[config.mk]
export PLATFORM = sky130hd
export DESIGN_NAME = bms_front
export DESIGN_NICKNAME = d
export VERILOG_FILES = /design/src/hdl/bms_pkg.sv /design/src/hdl/bms_ram.sv /design/src/hdl/bms_front.sv
export SDC_FILE = /design/constraint.sdc
export NUM_CORES = 2
export LEC_CHECK = 0
export BUFFER_PORTS_ARGS = -buffer_cell sky130_fd_sc_hd__buf_4
export CORE_ASPECT_RATIO = 0.75
export CORE_UTILIZATION = 40
export CTS_CLUSTER_SIZE = 20
export DETAILED_ROUTE_END_ITERATION = 10
export PLACE_DENSITY = 0.62
export SLEW_MARGIN = 20
export SYNTH_ARGS = -nofsm -noshare
export SYNTH_HDL_FRONTEND = slang
export SYNTH_SLANG_ARGS = --single-unit
[constraint.sdc]
create_clock -name clk -period 11.9 [get_ports clk]
set_input_delay 2.38 -clock clk [delete_from_list [all_inputs] [get_ports clk]]
set_output_delay 2.38 -clock clk [all_outputs]
set_load 0.03 [all_outputs]
[src/hdl/bms_pkg.sv]
// ----------------------------------------------------------------------------
// Bump map shader package
// Frame geometry, table sizes, operation codes and the pipeline stage record
// shared by the shader core modules.
// ----------------------------------------------------------------------------
package bms_pkg;

  // Frame geometry and light map size.
  localparam int FRAME_WIDTH        = 320;
  localparam int FRAME_PIXELS       = 64000;
  localparam int LIGHT_ADDRESS_BITS = 16;

  // Derived widths.
  localparam int COL_W       = (FRAME_WIDTH > 1) ? $clog2(FRAME_WIDTH) : 1;
  localparam int POS_W       = (FRAME_PIXELS > 1) ? $clog2(FRAME_PIXELS) : 1;
  localparam int LIGHT_DEPTH = 1 << LIGHT_ADDRESS_BITS;
  localparam int COLOR_AW    = 16;
  localparam int COLOR_DEPTH = 1 << COLOR_AW;
  // Signed width that holds position plus both slopes without overflow.
  localparam int SLOPE_W     = $clog2(FRAME_WIDTH * 256 + FRAME_PIXELS) + 2;
  localparam int SUM_W       = (SLOPE_W > LIGHT_ADDRESS_BITS) ? SLOPE_W
                                                              : LIGHT_ADDRESS_BITS;

  // Operation codes; the fourth code is ignored by the core.
  typedef enum logic [1:0] {
    OP_LIGHT = 2'd0,
    OP_COLOR = 2'd1,
    OP_SHADE = 2'd2
  } op_t;

  // Input transaction payload.
  typedef struct packed {
    logic [1:0]  operation;
    logic [15:0] table_address;
    logic [7:0]  table_value;
    logic [7:0]  height;
    logic [7:0]  texture;
  } in_item_t;

  // Output transaction payload.
  typedef struct packed {
    logic [7:0] color;
    logic       end_of_frame;
  } out_item_t;

  // Item record leaving the front stage.
  typedef struct packed {
    logic             valid;
    logic [1:0]       operation;
    logic [15:0]      table_address;
    logic [7:0]       table_value;
    logic [7:0]       height;
    logic [7:0]       prev_height;
    logic [7:0]       texture;
    logic [POS_W-1:0] pos;
    logic             first_row;
    logic             last;
  } stage_t;

endpackage

[src/hdl/bms_ram.sv]
// ----------------------------------------------------------------------------
// Generic RAM
// One write port and one read port with registered, read-first data.
// ----------------------------------------------------------------------------
module bms_ram #(
  parameter int WIDTH = 8,
  parameter int DEPTH = 256
) (
  input  logic                                    clk,
  input  logic                                    we,
  input  logic [((DEPTH > 1) ? $clog2(DEPTH) : 1)-1:0] waddr,
  input  logic [WIDTH-1:0]                        wdata,
  input  logic                                    re,
  input  logic [((DEPTH > 1) ? $clog2(DEPTH) : 1)-1:0] raddr,
  output logic [WIDTH-1:0]                        rdata
);

  logic [WIDTH-1:0] mem [DEPTH];

  // A read at the address being written returns the old contents.
  always_ff @(posedge clk) begin
    if (we) begin
      mem[waddr] <= wdata;
    end
    if (re) begin
      rdata <= mem[raddr];
    end
  end

endmodule

[src/hdl/bms_front.sv]
// ----------------------------------------------------------------------------
// Bump map shader front stage
// Tracks the raster position, keeps the previous height and the row store,
// and hands each item with the height from one row above to the lookups.
// ----------------------------------------------------------------------------
module bms_front (
  input  logic            clk,
  input  logic            rst,
  input  logic            advance,
  input  logic            in_valid,
  input  bms_pkg::in_item_t in_item,
  output bms_pkg::stage_t stage,
  output logic [7:0]      above_height
);
  import bms_pkg::*;

  logic             accept;
  logic             shade;
  logic             last;
  logic             first_row;
  logic [POS_W-1:0] pos;
  logic [COL_W-1:0] col;
  logic [7:0]       prev_height;

  assign accept    = in_valid && advance;
  assign shade     = (in_item.operation == OP_SHADE);
  assign last      = (pos == POS_W'(FRAME_PIXELS - 1));
  assign first_row = (32'(pos) < 32'(FRAME_WIDTH));

  // Raster position, column and previous height advance on shaded pixels.
  always_ff @(posedge clk) begin
    if (rst) begin
      pos         <= '0;
      col         <= '0;
      prev_height <= '0;
    end else if (accept && shade) begin
      prev_height <= in_item.height;
      if (last) begin
        pos <= '0;
        col <= '0;
      end else begin
        pos <= pos + 1'b1;
        col <= (col == COL_W'(FRAME_WIDTH - 1)) ? '0 : col + 1'b1;
      end
    end
  end

  // Stage register; it moves together with the row store read data.
  always_ff @(posedge clk) begin
    if (rst) begin
      stage.valid <= 1'b0;
    end else if (advance) begin
      stage.valid         <= in_valid;
      stage.operation     <= in_item.operation;
      stage.table_address <= in_item.table_address;
      stage.table_value   <= in_item.table_value;
      stage.height        <= in_item.height;
      stage.prev_height   <= prev_height;
      stage.texture       <= in_item.texture;
      stage.pos           <= pos;
      stage.first_row     <= first_row;
      stage.last          <= last;
    end
  end

  // Row store: the old height of this column is read while the new one lands.
  bms_ram #(
    .WIDTH (8),
    .DEPTH (FRAME_WIDTH)
  ) u_row_store (
    .clk   (clk),
    .we    (accept && shade),
    .waddr (col),
    .wdata (in_item.height),
    .re    (advance),
    .raddr (col),
    .rdata (above_height)
  );

  // The column always follows the position within the row.
  a_col_at_frame_start: assert property (@(posedge clk) disable iff (rst)
    (pos == '0) |-> (col == '0))
    else $error("column not zero at frame start");

  // A shaded last pixel wraps the position to the frame start.
  a_frame_wrap: assert property (@(posedge clk) disable iff (rst)
    (accept && shade && last) |=> (pos == '0))
    else $error("position did not wrap after the last pixel");

endmodule

==> impl_results.md <==
- Drt via density: 6.02
- Crit path kind: register to register
- Synth Instances: 4,662
- Port bufs: 122
- Fill cells: 20,906
- Yosys top cell by area: edfxtp_1
- Critical-path maximum fanout: 72
- Sequential-to-total area share from yosys stat: 0.777
- Period Utilization, post-route: 0.438
- Chip width: 587 um
- Synthesized cell area: 103,000 um2
- Cell Pwr Density: 159 nW/um2
- Drt wl/cell: 33.4 um
- Critical Path AT: 5750 ps
- H-tree levels: 4
- Via count: 50,773
- Synth Area in XOR/XNOR: 0.00145
- Core area: 254,000 um2
- Nets: 4,889
- CP Capture Type: register
- Worst min path class: register to register
- Final worst slack: 6690 ps
- DRC Markers: 0
- Fmax: 0.192 GHz
- Ys async rst share: 0
- Syn avg cell area: 22.0 um2
- Max-cap violations: 0
- Final RePlAce weighted congestion: 0.870
- Prevailing post-synth register cell: edfxtp_1
- Post-CTS Setup Bufs: 0
- Storage cell area: 79,900 um2
- Initial antenna violation count: 10
- Multiplexer area fraction after synthesis: 0.167
- Layout cells sized above 1: 0.262
- CP most frequent cell: buf_4
- Maximum vdd drop: 0.000120 V
- Final min period: 5210 ps
- Row cnt: 160
- Top post-synthesis cells by area: edfxtp_1 77%, mux4_2 16%, nor2_1 1.3%
- Num CTS Buffers: 235
- Largest net degree at the start of global routing: 169
- Largest family of logic cells by synthesized area: multiplexers
- Number of global-route vias before repair: 48,973
- Final slew viol count: 0
- Adder-Cell Fraction of Synth Area: 0.000609
- Finished Core Util: 0.452
- Drt first pass iters: 6
- Post-DRT Antenna Nets: 0
- Synth-to-Final Area Change: 12.0%
- CTS Root Buffer Type: clkbuf_16
- CTS max path bufs: 4
- CP bufs+invs: 5
- Syn_nets: 4,713
- Synth Area in Compound Gates: 0.0130
- Final hold viol count: 0
- Flop2flop setup slack: 6690 ps
- Hpwl dp: 166,000 um
- Post-synth top area share: 0.770
- Most frequent cells in the layout: 2,636 x edfxtp_1, 712 x mux4_2, 359 x nor2_1
- Most common cell after layout, fill and taps aside: edfxtp_1
- Setup TNS Final: 0 ps
- Die area: 259,000 um2
- Worst slew pin tran: 1230 ps
- Final WL: 281,000 um
- Finish-stage setup viols: 0
- Post-Synth Simple-Gate Area: 0.0271
- Worst EP required: 12,440 ps
- Worst-path clk slew: 70 ps
- Relative slew slack: 0.180
- Status: finished clean
- Slowest stage cell, crit path: buf_4
- Synthesis-stage register bit count: 2,670
- Die height: 441 um
- Post-Route Skew: 62.2 ps
- Critical path, cell by cell: buf_4 -> buf_12 -> inv_2 -> buf_4 -> ha_1 -> nand2_2 -> buf_4 -> nor2_1
- Yosys Warn Count: 0
- RSZ-0062 raised after global routing: no
- Detailed Route Iter0 Violations: 7,736
- CP top delay family: buffers and inverters
- Footprint of the multi-input gates: 21,700 um2
- Clock sinks: 2,670
- CTS tree: built
- Crit path largest cell delay: 790 ps
- CTS resizes: 0
- Initial Utilization: 0.404
- Number of distinct library cells after synthesis: 60
- Global-route wire length before repair: 394,000 um
- Later-pin clock latency in the skew report: 890 ps
- Startpoint types: register
- Cts hold-fix bufs: 0
- GR Util All Layers: 0.215
- Setup WS pre-CTS: 6060 ps
- Num ports: 123
- Total grt overflow: 0
- Post-synth EDFFs: 2,636
- Pleak: 33.9 nW
[cell usage after synthesis, types with 6 or more instances]
cell,instances
a211oi_1,6
a21oi_1,33
a22o_1,11
a22oi_1,36
a31oi_1,16
a32oi_1,19
and3_1,6
buf_1,30
buf_2,95
buf_4,35
buf_6,13
clkbuf_1,108
dfxtp_1,34
edfxtp_1,2636
mux2i_1,110
mux4_2,712
nand2_1,157
nand3_1,50
nand3b_1,6
nand4_1,10
nor2_1,365
nor2b_1,14
nor3_1,15
o21ai_0,18
o21ai_1,6
o22ai_1,31
or3_1,7
xor2_1,13
[flip-flops by register name, indices dropped and copies added (netlist names)]
name               cells
col                    9
prev_height            8
u_row_store.rdata      8
stage                 69
u_row_store.mem     2560
pos                   16
[worst register-to-register path: cells and delay by family (launching register included)]
family | cells | cell delay [ps]
flip-flops | 1 | 660
buffers and inverters | 5 | 2910
AND/OR/NAND/NOR | 2 | 830
adder cells (fa/ha/maj) | 1 | 480
[cell type report]
cell class / count / share of cell area
clock inverter: 129 / 0.0101
antenna: 3 / 0.0000652
sequential: 2670 / 0.694
timing repair buffer: 220 / 0.0164
tap: 3402 / 0.0370
multi-input combinational: 1707 / 0.188
clock buffer: 294 / 0.0542
inverter: 4 / 0.000130
[stage by stage]
stage / power [mW] / cell area [um2] / hold WS, ps / std cells
4_1_cts: 18.4 / 115000 / 435 / 8426
5_1_grt: 18.8 / 115000 / 438 / 8426
3_5_place_dp: 11.0 / 108000 / 418 / 8003
3_3_place_gp: 11.0 / 108000 / 412 / 8003
2_1_floorplan: 10.7 / 103000 / 408 / 4662
6_report: 18.3 / 115000 / 436 / 8429
[power by group]
group	internal [mW]	switching, mW	total [mW]
clock network	4.12	3.38	7.50
registers	10.3	0.00662	10.3
logic	0.134	0.331	0.465
total	14.6	3.72	18.3
[per-layer routing]
| metal | wire [um] | track usage | part of all wire | up-vias |
|---|---|---|---|---|
| met4 | 6560 | 0.0511 | 0.023 | 10 |
| met5 | 270 | 0 | 0.00096 | - |
| met3 | 36000 | 0.0611 | 0.13 | 408 |
| li1 | - | - | - | 19852 |
| met1 | 118000 | 0.330 | 0.42 | 27092 |
| met2 | 120000 | 0.300 | 0.43 | 3411 |
[logic make-up (layout without fill, tap and decap cells)]
| family | after synthesis | after routing |
|---|---|---|
| AO/OA/AOI/OAI | 197 | 197 |
| XOR/XNOR | 17 | 17 |
| adder cells (fa/ha/maj) | 5 | 5 |
| buffers and inverters | 285 | 647 |
| flip-flops | 2670 | 2670 |
| multiplexers | 827 | 827 |
| other | 0 | 3 |
| AND/OR/NAND/NOR | 661 | 661 |
[path summary, 6_finish.rpt]
| kind | start | to | cells past startpoint |
|---|---|---|---|
| hold / removal | prev_height[1]$_SDFFE_PP0P_ | stage[27]$_DFFE_PP_ | 0 |
| setup reg to reg | col[0]$_SDFFE_PP0P_ | u_row_store.mem[286][2]$_DFFE_PP_ | 8 |
| hold reg to reg | prev_height[1]$_SDFFE_PP0P_ | stage[27]$_DFFE_PP_ | 0 |
| setup / recovery | col[0]$_SDFFE_PP0P_ | u_row_store.mem[286][2]$_DFFE_PP_ | 8 |
No activity file was read; power rests on OpenSTA's default activity.
